[config.mk]
export PLATFORM = sky130hd
export DESIGN_NAME = cubic_bezier_flattener
export DESIGN_NICKNAME = d
export VERILOG_FILES = /design/src/rtl/cbf_pkg.sv /design/src/rtl/cbf_ctrl.sv /design/src/rtl/cbf_datapath.sv /design/src/rtl/cubic_bezier_flattener.sv
export SDC_FILE = /design/constraint.sdc
export NUM_CORES = 2
export LEC_CHECK = 0
export ABC_AREA = 0
export BUFFER_PORTS_ARGS = -buffer_cell sky130_fd_sc_hd__buf_2
export CAP_MARGIN = 5
export CORE_MARGIN = 2
export CORE_UTILIZATION = 60
export DETAILED_ROUTE_END_ITERATION = 6
export PLACE_DENSITY = 0.82
export SLEW_MARGIN = 40
export SYNTH_ARGS = -nofsm -noshare
export SYNTH_HDL_FRONTEND = slang
export SYNTH_SLANG_ARGS = --single-unit
[constraint.sdc]
create_clock -name clk -period 15.2 [get_ports clk]
set_clock_uncertainty 0.05 [all_clocks]
set_input_delay 2.28 -clock clk [delete_from_list [all_inputs] [get_ports clk]]
set_output_delay 2.28 -clock clk [all_outputs]
set_load 0.01 [all_outputs]
[src/rtl/cbf_pkg.sv]
// ============================================================================
// cbf_pkg
// Shared widths, register indexes, controller states and the command and
// status bundles of the cubic Bezier flattener.
// ============================================================================
package cbf_pkg;

    localparam int COORD_BITS = 16;
    localparam int MAX_STEPS  = 64;
    localparam int STEP_W     = 7;
    localparam int PIX_W      = 13;
    localparam int COLOR_W    = 16;
    localparam int SCALE_W    = 16;
    localparam int OFF_W      = 12;
    localparam int PT_W       = 34;   // scaled point, Q.12
    localparam int W_W        = 19;   // Bernstein weight, up to n^3
    localparam int ACC_W      = 56;   // weighted sum
    localparam int MAG_W      = 52;   // magnitude of the weighted sum
    localparam int DSH_W      = 42;   // n^3 * 4096 shifted by the top quotient bit
    localparam int Q_W        = 12;   // unsaturated quotient magnitude bits
    localparam int ADDR_W     = 5;
    localparam int IN_W       = 8 * COORD_BITS;
    localparam int OUT_W      = 72;

    localparam logic [2:0] REG_SCALE  = 3'd0;
    localparam logic [2:0] REG_OFFX   = 3'd1;
    localparam logic [2:0] REG_OFFY   = 3'd2;
    localparam logic [2:0] REG_STEPS  = 3'd3;
    localparam logic [2:0] REG_COLOR  = 3'd4;

    localparam logic signed [PIX_W-1:0] PIX_MAX = 13'sd4095;
    localparam logic signed [PIX_W-1:0] PIX_MIN = -13'sd4096;

    typedef enum logic [3:0] {
        ST_IDLE,
        ST_SCALE,
        ST_WGT1,
        ST_WGT2,
        ST_MAC,
        ST_DCHK,
        ST_DIV,
        ST_RES,
        ST_OUT
    } cbf_state_t;

    typedef struct packed {
        logic       load_in;
        logic       scale_en;
        logic [2:0] idx;
        logic       wgt1;
        logic       wgt2;
        logic       mac_clr;
        logic       mac_en;
        logic       axis;
        logic       div_init;
        logic       div_step;
        logic       store;
        logic       set_prev;
        logic       emit;
        logic       last;
    } cbf_cmd_t;

    typedef struct packed {
        logic out_free;
    } cbf_status_t;

    // Clamp the step count into 1..MAX_STEPS.
    function automatic logic [STEP_W-1:0] eff_steps(input logic [STEP_W-1:0] n);
        logic [STEP_W-1:0] r;
        begin
            r = n;
            if (n == '0)
            begin
                r = STEP_W'(1);
            end
            else if (n > STEP_W'(MAX_STEPS))
            begin
                r = STEP_W'(MAX_STEPS);
            end
            return r;
        end
    endfunction

endpackage

[src/rtl/cbf_ctrl.sv]
// ============================================================================
// cbf_ctrl
// Sequencer: scales the control points, then per step builds weights,
// accumulates each axis and divides it, and hands segments to the output.
// ============================================================================
module cbf_ctrl
(
    input  logic                        clk,
    input  logic                        rst_n,
    input  logic                        in_valid,
    output logic                        in_ready,
    input  logic [cbf_pkg::STEP_W-1:0]  n,
    output logic [cbf_pkg::STEP_W-1:0]  s,
    input  cbf_pkg::cbf_status_t        status,
    output cbf_pkg::cbf_cmd_t           cmd
);
    import cbf_pkg::*;

    cbf_state_t        state_reg, state_next;
    logic [2:0]        cnt_reg, cnt_next;
    logic [3:0]        bit_reg, bit_next;
    logic [STEP_W-1:0] s_reg, s_next;
    logic              axis_reg, axis_next;

    always_ff @(posedge clk or negedge rst_n)
    begin
        if (!rst_n)
        begin
            state_reg <= ST_IDLE;
            cnt_reg   <= '0;
            bit_reg   <= '0;
            s_reg     <= '0;
            axis_reg  <= 1'b0;
        end
        else
        begin
            state_reg <= state_next;
            cnt_reg   <= cnt_next;
            bit_reg   <= bit_next;
            s_reg     <= s_next;
            axis_reg  <= axis_next;
        end
    end

    assign s = s_reg;

    always_comb
    begin
        state_next = state_reg;
        cnt_next   = cnt_reg;
        bit_next   = bit_reg;
        s_next     = s_reg;
        axis_next  = axis_reg;
        cmd        = '0;
        cmd.idx    = cnt_reg;
        cmd.axis   = axis_reg;
        cmd.last   = (s_reg == n);
        in_ready   = 1'b0;
        unique case (state_reg)
            ST_IDLE:
            begin
                in_ready = 1'b1;
                if (in_valid)
                begin
                    cmd.load_in = 1'b1;
                    cnt_next    = '0;
                    state_next  = ST_SCALE;
                end
            end
            ST_SCALE:
            begin
                cmd.scale_en = 1'b1;
                cnt_next     = cnt_reg + 3'd1;
                if (cnt_reg == 3'd7)
                begin
                    s_next     = '0;
                    axis_next  = 1'b0;
                    state_next = ST_WGT1;
                end
            end
            ST_WGT1:
            begin
                cmd.wgt1   = 1'b1;
                state_next = ST_WGT2;
            end
            ST_WGT2:
            begin
                cmd.wgt2    = 1'b1;
                cmd.mac_clr = 1'b1;
                cnt_next    = '0;
                state_next  = ST_MAC;
            end
            ST_MAC:
            begin
                cmd.mac_en = 1'b1;
                cnt_next   = cnt_reg + 3'd1;
                if (cnt_reg == 3'd7)
                begin
                    state_next = ST_DCHK;
                end
            end
            ST_DCHK:
            begin
                cmd.div_init = 1'b1;
                bit_next     = 4'd11;
                state_next   = ST_DIV;
            end
            ST_DIV:
            begin
                cmd.div_step = 1'b1;
                bit_next     = bit_reg - 4'd1;
                if (bit_reg == 4'd0)
                begin
                    state_next = ST_RES;
                end
            end
            ST_RES:
            begin
                cmd.store = 1'b1;
                if (!axis_reg)
                begin
                    axis_next   = 1'b1;
                    cmd.mac_clr = 1'b1;
                    cnt_next    = '0;
                    state_next  = ST_MAC;
                end
                else
                begin
                    state_next = ST_OUT;
                end
            end
            ST_OUT:
            begin
                if (s_reg == '0)
                begin
                    cmd.set_prev = 1'b1;
                    s_next       = s_reg + STEP_W'(1);
                    axis_next    = 1'b0;
                    state_next   = ST_WGT1;
                end
                else if (status.out_free)
                begin
                    cmd.emit  = 1'b1;
                    axis_next = 1'b0;
                    if (s_reg == n)
                    begin
                        state_next = ST_IDLE;
                    end
                    else
                    begin
                        s_next     = s_reg + STEP_W'(1);
                        state_next = ST_WGT1;
                    end
                end
            end
            default:
            begin
                state_next = ST_IDLE;
            end
        endcase
    end

endmodule

[src/rtl/cbf_datapath.sv]
// ============================================================================
// cbf_datapath
// Point scaling, Bernstein weights, shared multiply-accumulate, restoring
// divider with saturation, and the output register.
// ============================================================================
module cbf_datapath
(
    input  logic                               clk,
    input  logic                               rst_n,
    input  cbf_pkg::cbf_cmd_t                  cmd,
    output cbf_pkg::cbf_status_t               status,
    input  logic [cbf_pkg::IN_W-1:0]           in_data,
    input  logic [cbf_pkg::SCALE_W-1:0]        scale,
    input  logic [cbf_pkg::OFF_W-1:0]          off_x,
    input  logic [cbf_pkg::OFF_W-1:0]          off_y,
    input  logic [cbf_pkg::COLOR_W-1:0]        color,
    input  logic [cbf_pkg::STEP_W-1:0]         n,
    input  logic [cbf_pkg::STEP_W-1:0]         s,
    output logic                               out_valid,
    input  logic                               out_ready,
    output logic [cbf_pkg::OUT_W-1:0]          out_data,
    output logic                               out_last
);
    import cbf_pkg::*;

    logic [COORD_BITS-1:0]  raw_reg [8];
    logic signed [PT_W-1:0] pts_reg [8];
    logic [13:0]            uu_reg, ss_reg, nn_reg;
    logic [W_W-1:0]         w_reg [4];
    logic [W_W-1:0]         n3_reg;
    logic signed [ACC_W-1:0] acc_reg;
    logic [MAG_W-1:0]       rem_reg;
    logic [DSH_W-1:0]       dsh_reg;
    logic [Q_W-1:0]         q_reg;
    logic                   neg_reg, sat_reg;
    logic signed [PIX_W-1:0] newx_reg, newy_reg, prevx_reg, prevy_reg;
    logic [OUT_W-1:0]       out_data_reg;
    logic                   out_last_reg;
    logic                   out_valid_reg;

    // Scale one coordinate
    logic [OFF_W-1:0]        off_sel;
    logic signed [32:0]      sprod;
    logic signed [PT_W-1:0]  scaled;
    assign off_sel = cmd.idx[0] ? off_y : off_x;
    assign sprod   = $signed(raw_reg[cmd.idx]) * $signed({1'b0, scale});
    assign scaled  = $signed({sprod[32], sprod})
                   + $signed({{(PT_W-OFF_W-12){off_sel[OFF_W-1]}}, off_sel, 12'b0});

    // Weights
    logic [STEP_W-1:0] u;
    logic [20:0]       uus, ssu, t0, t3, n3;
    assign u   = n - s;
    assign uus = uu_reg * s;
    assign ssu = ss_reg * u;
    assign t0  = uu_reg * u;
    assign t3  = ss_reg * s;
    assign n3  = nn_reg * n;

    // Multiply-accumulate
    logic [2:0]              pidx;
    logic signed [PT_W-1:0]  psel;
    logic [W_W-1:0]          wsel;
    logic [35:0]             plo;
    logic signed [36:0]      phi;
    logic signed [ACC_W-1:0] prod;
    assign pidx = {cmd.idx[2:1], cmd.axis};
    assign psel = pts_reg[pidx];
    assign wsel = w_reg[cmd.idx[2:1]];
    assign plo  = wsel * psel[16:0];
    assign phi  = $signed({1'b0, wsel}) * $signed(psel[PT_W-1:17]);
    assign prod = cmd.idx[0] ? $signed({{(ACC_W-37-17){phi[36]}}, phi, 17'b0})
                             : $signed({{(ACC_W-36){1'b0}}, plo});

    // Division
    logic [ACC_W-1:0]  acc_abs;
    logic [MAG_W-1:0]  rem_cmp;
    logic              ge;
    logic [PIX_W-1:0]  qx;
    logic signed [PIX_W-1:0] res;
    assign acc_abs = acc_reg[ACC_W-1] ? ACC_W'(-acc_reg) : ACC_W'(acc_reg);
    assign rem_cmp = {{(MAG_W-DSH_W){1'b0}}, dsh_reg};
    assign ge      = (rem_reg >= rem_cmp);
    assign qx      = {1'b0, q_reg};

    always_comb
    begin
        if (sat_reg)
        begin
            res = neg_reg ? PIX_MIN : PIX_MAX;
        end
        else
        begin
            res = neg_reg ? $signed(-qx) : $signed(qx);
        end
    end

    always_ff @(posedge clk)
    begin
        if (cmd.load_in)
        begin
            for (int i = 0; i < 8; i++)
            begin
                raw_reg[i] <= in_data[i*COORD_BITS +: COORD_BITS];
            end
        end
        if (cmd.scale_en)
        begin
            pts_reg[cmd.idx] <= scaled;
        end
        if (cmd.wgt1)
        begin
            uu_reg <= u * u;
            ss_reg <= s * s;
            nn_reg <= n * n;
        end
        if (cmd.wgt2)
        begin
            w_reg[0] <= t0[W_W-1:0];
            w_reg[1] <= W_W'((uus << 1) + uus);
            w_reg[2] <= W_W'((ssu << 1) + ssu);
            w_reg[3] <= t3[W_W-1:0];
            n3_reg   <= n3[W_W-1:0];
        end
        if (cmd.mac_clr)
        begin
            acc_reg <= '0;
        end
        else if (cmd.mac_en)
        begin
            acc_reg <= acc_reg + prod;
        end
        if (cmd.div_init)
        begin
            neg_reg <= acc_reg[ACC_W-1];
            sat_reg <= (acc_abs[MAG_W-1:0] >= {{(MAG_W-W_W-24){1'b0}}, n3_reg, 24'b0});
            rem_reg <= acc_abs[MAG_W-1:0];
            dsh_reg <= {n3_reg, 23'b0};
            q_reg   <= '0;
        end
        else if (cmd.div_step)
        begin
            if (ge)
            begin
                rem_reg <= rem_reg - rem_cmp;
            end
            dsh_reg <= dsh_reg >> 1;
            q_reg   <= {q_reg[Q_W-2:0], ge};
        end
        if (cmd.store)
        begin
            if (cmd.axis)
            begin
                newy_reg <= res;
            end
            else
            begin
                newx_reg <= res;
            end
        end
        if (cmd.set_prev || cmd.emit)
        begin
            prevx_reg <= newx_reg;
            prevy_reg <= newy_reg;
        end
        if (cmd.emit)
        begin
            out_data_reg <= {4'b0, color, newy_reg, newx_reg, prevy_reg, prevx_reg};
            out_last_reg <= cmd.last;
        end
    end

    always_ff @(posedge clk or negedge rst_n)
    begin
        if (!rst_n)
        begin
            out_valid_reg <= 1'b0;
        end
        else if (cmd.emit)
        begin
            out_valid_reg <= 1'b1;
        end
        else if (out_ready)
        begin
            out_valid_reg <= 1'b0;
        end
    end

    assign status.out_free = !out_valid_reg || out_ready;
    assign out_valid = out_valid_reg;
    assign out_data  = out_data_reg;
    assign out_last  = out_last_reg;

endmodule

[src/rtl/cubic_bezier_flattener.sv]
// ============================================================================
// cubic_bezier_flattener
// Splits one cubic Bezier curve into straight line segments in pixels.
// ============================================================================
// One transfer on the slave side carries four Q12.4 control points. Every
// coordinate is scaled by the Q8.8 scale register and shifted by the pixel
// offset, then the curve is evaluated exactly at t = s/n for s = 0..n, where
// n is the step count clamped to 1..64. Each point is the Bernstein sum
// divided by n^3*4096, truncated toward zero and saturated to 13 bits. For
// every s from 1 on, one transfer on the master side carries the segment
// from the previous point to the new one, with the line color; tlast marks
// the final segment. The control points are first scaled one coordinate at
// a time; then for each of the n+1 evaluation points the weights are built
// in two steps and, per axis, the terms are multiply-accumulated (one
// shared 20x17 multiplier, two halves per term), divided bit-serially and
// stored, and the output step waits until the output register is free.
// A new curve is accepted once the last segment sits in the output
// register. The user must write registers over the APB port only while
// the block is idle; the block itself does not enforce this.
// ============================================================================
module cubic_bezier_flattener
(
    input  logic                          clk,
    input  logic                          rst_n,
    // APB configuration
    input  logic                          psel,
    input  logic                          penable,
    input  logic                          pwrite,
    input  logic [cbf_pkg::ADDR_W-1:0]    paddr,
    input  logic [31:0]                   pwdata,
    output logic [31:0]                   prdata,
    output logic                          pready,
    // Curve input
    input  logic                          s_axis_tvalid,
    output logic                          s_axis_tready,
    // start_x, start_y, ctrl1_x, ctrl1_y, ctrl2_x, ctrl2_y, end_x, end_y
    // (16 bits each, from bit 0 up)
    input  logic [cbf_pkg::IN_W-1:0]      s_axis_tdata,
    // Segment output
    output logic                          m_axis_tvalid,
    input  logic                          m_axis_tready,
    // from_x[12:0], from_y[25:13], to_x[38:26], to_y[51:39],
    // seg_color[67:52], zero fill [71:68]
    output logic [cbf_pkg::OUT_W-1:0]     m_axis_tdata,
    // last_segment
    output logic                          m_axis_tlast
);
    import cbf_pkg::*;

    logic [SCALE_W-1:0] scale_reg;
    logic [OFF_W-1:0]   offx_reg;
    logic [OFF_W-1:0]   offy_reg;
    logic [STEP_W-1:0]  steps_reg;
    logic [COLOR_W-1:0] color_reg;

    logic        wr_en;
    logic [2:0]  reg_idx;

    assign pready  = 1'b1;
    assign wr_en   = psel && penable && pwrite && pready;
    assign reg_idx = paddr[4:2];

    // Register file: write on the APB access phase
    always_ff @(posedge clk or negedge rst_n)
    begin
        if (!rst_n)
        begin
            scale_reg <= SCALE_W'(256);
            offx_reg  <= '0;
            offy_reg  <= '0;
            steps_reg <= STEP_W'(8);
            color_reg <= '1;
        end
        else if (wr_en)
        begin
            unique case (reg_idx)
                REG_SCALE: scale_reg <= pwdata[SCALE_W-1:0];
                REG_OFFX:  offx_reg  <= pwdata[OFF_W-1:0];
                REG_OFFY:  offy_reg  <= pwdata[OFF_W-1:0];
                REG_STEPS: steps_reg <= pwdata[STEP_W-1:0];
                REG_COLOR: color_reg <= pwdata[COLOR_W-1:0];
                default:   ;
            endcase
        end
    end

    // Read back
    always_comb
    begin
        unique case (reg_idx)
            REG_SCALE: prdata = {16'b0, scale_reg};
            REG_OFFX:  prdata = {20'b0, offx_reg};
            REG_OFFY:  prdata = {20'b0, offy_reg};
            REG_STEPS: prdata = {25'b0, steps_reg};
            REG_COLOR: prdata = {16'b0, color_reg};
            default:   prdata = '0;
        endcase
    end

    logic [STEP_W-1:0] n_eff;
    logic [STEP_W-1:0] s_cur;
    cbf_cmd_t          cmd;
    cbf_status_t       status;

    assign n_eff = eff_steps(steps_reg);

    cbf_ctrl u_ctrl
    (
        .clk      (clk),
        .rst_n    (rst_n),
        .in_valid (s_axis_tvalid),
        .in_ready (s_axis_tready),
        .n        (n_eff),
        .s        (s_cur),
        .status   (status),
        .cmd      (cmd)
    );

    cbf_datapath u_datapath
    (
        .clk       (clk),
        .rst_n     (rst_n),
        .cmd       (cmd),
        .status    (status),
        .in_data   (s_axis_tdata),
        .scale     (scale_reg),
        .off_x     (offx_reg),
        .off_y     (offy_reg),
        .color     (color_reg),
        .n         (n_eff),
        .s         (s_cur),
        .out_valid (m_axis_tvalid),
        .out_ready (m_axis_tready),
        .out_data  (m_axis_tdata),
        .out_last  (m_axis_tlast)
    );

endmodule

* Word-level counts from Yosys, hierarchy flattened *
Memories as Yosys holds them, arrays and structs flattened.
Cells that the tools add are included.

word-level totals
  register bits after elaboration = 429
  latch bits = 0
  memory bits (writable) = 476
  ROM bits = 0
  input bits = 172
  output and inout bits = 108
  word-level logic and storage cells = 168
  memories = 3

cells by class
  add/subtract/negate cells = 11
  $mul = 11
  divide/modulo/power cells = 0
  order comparisons = 3
  equal/unequal tests = 21
  shift operators = 0
  muxes and demuxes = 60
  bitwise logic cells = 1
  reductions and logical operators = 30

memory list
  name                words  width  rd ports  clocked after memory_dff  write ports  RTL line            text
  u_datapath.pts_reg  8      34     1         0                         1            cbf_datapath.sv:27  logic signed [PT_W-1:0] pts_reg [8];
  u_datapath.raw_reg  8      16     1         0                         8            cbf_datapath.sv:26  logic [COORD_BITS-1:0] raw_reg [8];
  u_datapath.w_reg    4      19     1         0                         4            cbf_datapath.sv:29  logic [W_W-1:0] w_reg [4];

operator list
  kind                                                  number
  2-to-1 mux 52 bit                                     4
  multiplier 14 x 7 -> 19 bit                           5
  2-to-1 mux 42 bit                                     2
  one-hot mux 16 bit (5 select lines)                   1
  adder 56 bit                                          1
  2-to-1 mux 56 bit                                     1
  greater-or-equal comparator 52 x 42 -> 1 bit          1
  greater-or-equal comparator 52 x 43 -> 1 bit          1
  negator 52 bit                                        1
  subtractor 52 x 42 -> 52 bit                          1
  multiplier 7 x 7 -> 14 bit                            3
  2-to-1 mux 7 bit                                      6
  2-to-1 mux 13 bit                                     3
  adder 19 bit                                          2
  multiplier 20 x 17 -> 37 bit                          1
  multiplier 19 x 17 -> 36 bit                          1
  one-hot mux 4 bit (9 select lines)                    1
  adder 33 x 24 -> 34 bit                               1
  multiplier 16 x 17 -> 33 bit                          1
  2-to-1 mux 4 bit                                      7
  2-to-1 mux 1 bit                                      25
  equality test 4 x 3 -> 1 bit (second input constant)  4
  AND reduction 2 bit                                   8
  logical NOT 7 bit                                     2
  38 further kinds                                      54

* Longest topological paths before layout *
  depth in word-level cells = 8
  depth in mapped cells = 46
  mapped depth without buffers = 40

* By module *
Synthesis repeated with hierarchy kept, for this count alone.

unflattened totals
  cells, all modules = 8969
  area total of the unflattened synthesis = 90355.4 um^2

by module, submodules not included
  module                  times used  cells each  area an instance (um^2)  sequential area each (um^2)
  cbf_datapath            1           8586        85708.5                  23707.7
  cubic_bezier_flattener  1           234         3238.1                   1599.0
  cbf_ctrl                1           149         1408.9                   475.5

* Least setup slack after synthesis *
OpenSTA, ideal clock, no wires.

  path kind = register to register
  start point = register u_ctrl.axis_reg
  end point = register u_datapath.acc_reg[53]
  setup time = 0.129 ns
  arrival time = 10.191 ns
  required time = 15.021 ns
  setup slack = 4.830 ns
  cell stages (with the launch flop) = 40
  path buffers = 5
  period minus slack after synthesis = 10.370 ns
  path through = dfrtp_1 clkbuf_1 buf_1 mux4_2 mux2i_1 clkbuf_1 nor2_1 fa_1 inv_1 fa_1 fa_1 fa_1 inv_1 fa_1 inv_1 fa_1 inv_1 ha_1 [4 not listed] o21ai_0 nor2_1 o31ai_1 a21o_1 a21o_1 a311o_1 xnor2_1 o21ai_0 ha_1 clkbuf_1 nand4_1 or3_1 o41a_1 o31ai_1 a21oi_1 o21ai_0 xnor2_1 o21ai_0

between the ends
  cells in the longest elaborated chain, start to end = 4
  elaborated cells between the ends (all ways) = 7
  those cells by class = add/sub: 1; mul: 2; mux: 3; memory: 1

ends and longest elaborated chain
  item                                                                          RTL line                                text
  start, declared                                                               cbf_ctrl.sv:23                          logic axis_reg, axis_next;
  start signal, assigned                                                        cbf_ctrl.sv:41                          axis_reg <= axis_next;
  memory read (8 x 34 bit)                                                      --
  multiplier 20 x 17 -> 37 bit or multiplier 19 x 17 -> 36 bit (tied branches)  cbf_datapath.sv:71, cbf_datapath.sv:70
  2-to-1 mux 56 bit                                                             cbf_datapath.sv:72                      assign prod = cmd.idx[0] ? $signed({{(ACC_W-37-17){phi[36]}}, phi, 17'b0})
  adder 56 bit                                                                  cbf_datapath.sv:131                     acc_reg <= acc_reg + prod;
  end signal, assigned                                                          cbf_datapath.sv:131
  end, declared                                                                 cbf_datapath.sv:31                      logic signed [ACC_W-1:0] acc_reg;

Parallel ways exist; a longest one is shown, timed or not.
A chain may end at the register's enable or synchronous reset.

* Final worst setup path *
  start point = register u_ctrl.cnt_reg[1]
  end point = register u_datapath.acc_reg[55]

between the ends
  cells in the longest elaborated chain, start to end = 4
  elaborated cells between the ends (all ways) = 6
  those cells by class = add/sub: 1; mul: 2; mux: 1; memory: 2

ends and longest elaborated chain
  item                                                                          RTL line                                text
  start, declared                                                               cbf_ctrl.sv:20                          logic [2:0] cnt_reg, cnt_next;
  start signal, assigned                                                        cbf_ctrl.sv:38                          cnt_reg <= cnt_next;
  memory read (8 x 34 bit) or memory read (4 x 19 bit) (tied branches)          --
  multiplier 20 x 17 -> 37 bit or multiplier 19 x 17 -> 36 bit (tied branches)  cbf_datapath.sv:71, cbf_datapath.sv:70
  2-to-1 mux 56 bit *                                                           cbf_datapath.sv:72
  adder 56 bit *                                                                cbf_datapath.sv:131

Mark *: on every way between the ends. The rest lies on a longest branch, timed or not.

==> metrics.yaml <==
fin_ws_ns: 3.43
max_cap_violations: 0
grt_use_met3_pct: 6.98
portBuffers: 240
clkLatencyLatePin_ns: 0.75
grt-ovfl-total: 0
dp_hpwl_um: 169000
antenna_left: 0
vias: 66000
numClockSinks: 902
synth_area_leaders: "edfxtp_1, fa_1, ha_1"
critPathMostFrequentCell: "fa_1"
holdPathEnd: "u_datapath.out_data[1]$_DFFE_PP_"
clockBufferDepth: 3
grt_max_degree: 119
rsz0062_at_grt: "no"
slew_violations: 0
setup_tns_ns: 0
start_util_pct: 60.6
numCtsBuffers: 94
r2r_slack_ns: 3.43
first_pass_iters: 6
reg2reg_from: "u_ctrl.cnt_reg[1]$_DFFE_PN0P_"
final_common_cell: "inv_1"
cts_tree: "built"
syn_inst: 8947
vias_per_cell: 5.96
critical_path_required_ns: 15.83
synthesis.area_mm2: 0.0898
synth-seq-cells: 902
grt_antenna_before_repair: 2
grtUsageMet1_pct: 37.9
fp.dieW_um: 391
synth_flop_cell: "edfxtp_1"
drtIter0Drc: 5708
holdCritStartpoint: "u_datapath.prevx_reg[1]$_DFFE_PP_"
cts_resized: 0
top_usage_layer: "met2"
hold_path_class: "reg2reg"
cpPeakStageDelay_ns: 0.85
ios: 280
crit_fanout: 118
grt_pass1_vias: 68800
worstReg2RegEnd: "u_datapath.acc_reg[55]$_SDFFE_PP0P_"
drive_gt1_share_pct: 9.34
drt-total-wl_um: 229000
synthArstFlopShare_pct: 9.20
area_growth_pct: 7.57
htreeDepth: 3
timing.fmax_mhz: 84.9
rows: 141
end_kind: "flip-flop"
wire_per_inst_um: 20.7
setup_viol: 0
min_period_ns: 11.77
clkTransAtPathRegs_ns: 0.07
grtUsageMet2_pct: 50.9
syn_avg_cell_area_um2: 10.0
holdPathStages: 0
ff2ff_path_depth: 38
synth_edf_count: 728
period_share_pct: 77.5
arrival_ns: 12.40
outcome: "completed"
gp_congestion: 0.987
seq_area_frac_synth_pct: 28.7
core-area_mm2: 0.148
grt_pass1_wl_um: 365000
grtUsageTotal_pct: 30.4
drc: 0
yosysTopAreaCell: "edfxtp_1"
worst-setup-path-type: "reg2reg"
cts_root_buf: "clkbuf_16"
slew-limit-headroom_pct: 38.6
synth_cell_types: 88
dpl_worst_slack_ns: 3.64
cts_setup_buffers: 0
fp.dieArea_mm2: 0.153
hold_violations: 0
synth_top_cell_area_share_pct: 24.3
worst_setup_path_start_kind: "flip-flop"
die_y_um: 391
cts_hold_buf: 0
tightest_slew_ns: 0.921
synth_warnings: 0
largest_reg_flops: 272
mostFrequentLayoutCells: "inv_1, nand2_1, fa_1"
fin_nets: 11000
slowest_stage: "dfrtp_4"
-- synth_stat cells, drive strengths merged (28+ instances only) --
master,count
edfxtp,728
nand2,1166
a31oi,33
dfxtp,91
inv,1415
buf,66
xor2,124
fa,1051
mux2i,69
nor3,82
nand3,111
or2,28
ha,756
nand4,36
o21ai,275
xnor2,253
mux2,130
dfrtp,65
nor2,494
a21oi,379
nor2b,148
clkbuf,327
o21bai,55
and3,36
o31ai,35
o21a,50
nand2b,107
mux4,85
a21o,150
and2,275
o22ai,35
-- worst max path at each step --
stage	startpoint	end	slack, ns	depth (start not counted)
after floorplan	u_ctrl.axis_reg$_DFFE_PN0P_	u_datapath.acc_reg[53]$_SDFFE_PP0P_	4.83	39
after global placement	u_ctrl.cnt_reg[1]$_DFFE_PN0P_	u_datapath.acc_reg[55]$_SDFFE_PP0P_	3.68	38
after detailed placement	u_ctrl.cnt_reg[1]$_DFFE_PN0P_	u_datapath.acc_reg[53]$_SDFFE_PP0P_	3.64	35
after CTS	u_ctrl.cnt_reg[1]$_DFFE_PN0P_	u_datapath.acc_reg[53]$_SDFFE_PP0P_	3.59	35
after global routing	u_ctrl.cnt_reg[1]$_DFFE_PN0P_	u_datapath.acc_reg[55]$_SDFFE_PP0P_	2.84	38
final	u_ctrl.cnt_reg[1]$_DFFE_PN0P_	u_datapath.acc_reg[55]$_SDFFE_PP0P_	3.43	38
-- logic make-up after synthesis --
| group | count (synthesis) | synth area share [%] |
|---|---|---|
| XOR/XNOR | 377 | 3.68 |
| AND/OR/NAND/NOR | 2565 | 13.1 |
| adder cells (fa/ha/maj) | 1807 | 34.0 |
| flip-flops | 902 | 28.7 |
| buffers and inverters | 1810 | 7.66 |
| other | 2 | 0.00836 |
| multiplexers | 284 | 4.54 |
| AO/OA/AOI/OAI | 1200 | 8.32 |
-- per-stage QoR --
step / std cells / util [%] / hold slack [ns] / cell area [um^2]
6_report: 11100 / 65.2 / 0.357 / 96600
5_1_grt: 11100 / 65.2 / 0.357 / 96600
4_1_cts: 11100 / 65.1 / 0.361 / 96400
3_5_place_dp: 10900 / 62.9 / 0.355 / 93300
3_3_place_gp: 10900 / 62.9 / 0.352 / 93200
2_1_floorplan: 8997 / - / 0.350 / 90000
-- cell type report --
type                            instances  area, um^2
Tap cell                             1930        2410
Inverter                             1417        5320
Fill cell                           11100       51600
Multi-Input combinational cell       6285       57700
Clock buffer                          116        2520
Clock inverter                         60         657
Timing Repair Buffer                  367        2200
Sequential cell                       902       25800
Antenna cell                            2        5.00
-- metal layers --
metal	vias up	routed length (um)	share of wire [%]
met5	-	173	0.075
met4	4	10600	4.6
met3	649	22000	9.6
met2	3188	110000	48
met1	32800	86200	38
li1	29400	-	-
-- critical path, delay by kind of cell, from the launching register on --
kind / cells / cell delay [ns]
compound gates: 11 / 2.56
xor+xnor: 2 / 0.33
fa+ha+maj: 8 / 3.79
buf+inv: 5 / 0.79
flops: 1 / 0.85
mux: 2 / 1.10
simple gates: 10 / 2.08
Power is left out: the tool's default activity adds up to more than one toggle a clock period on the data nets, which glitch-free logic cannot reach.
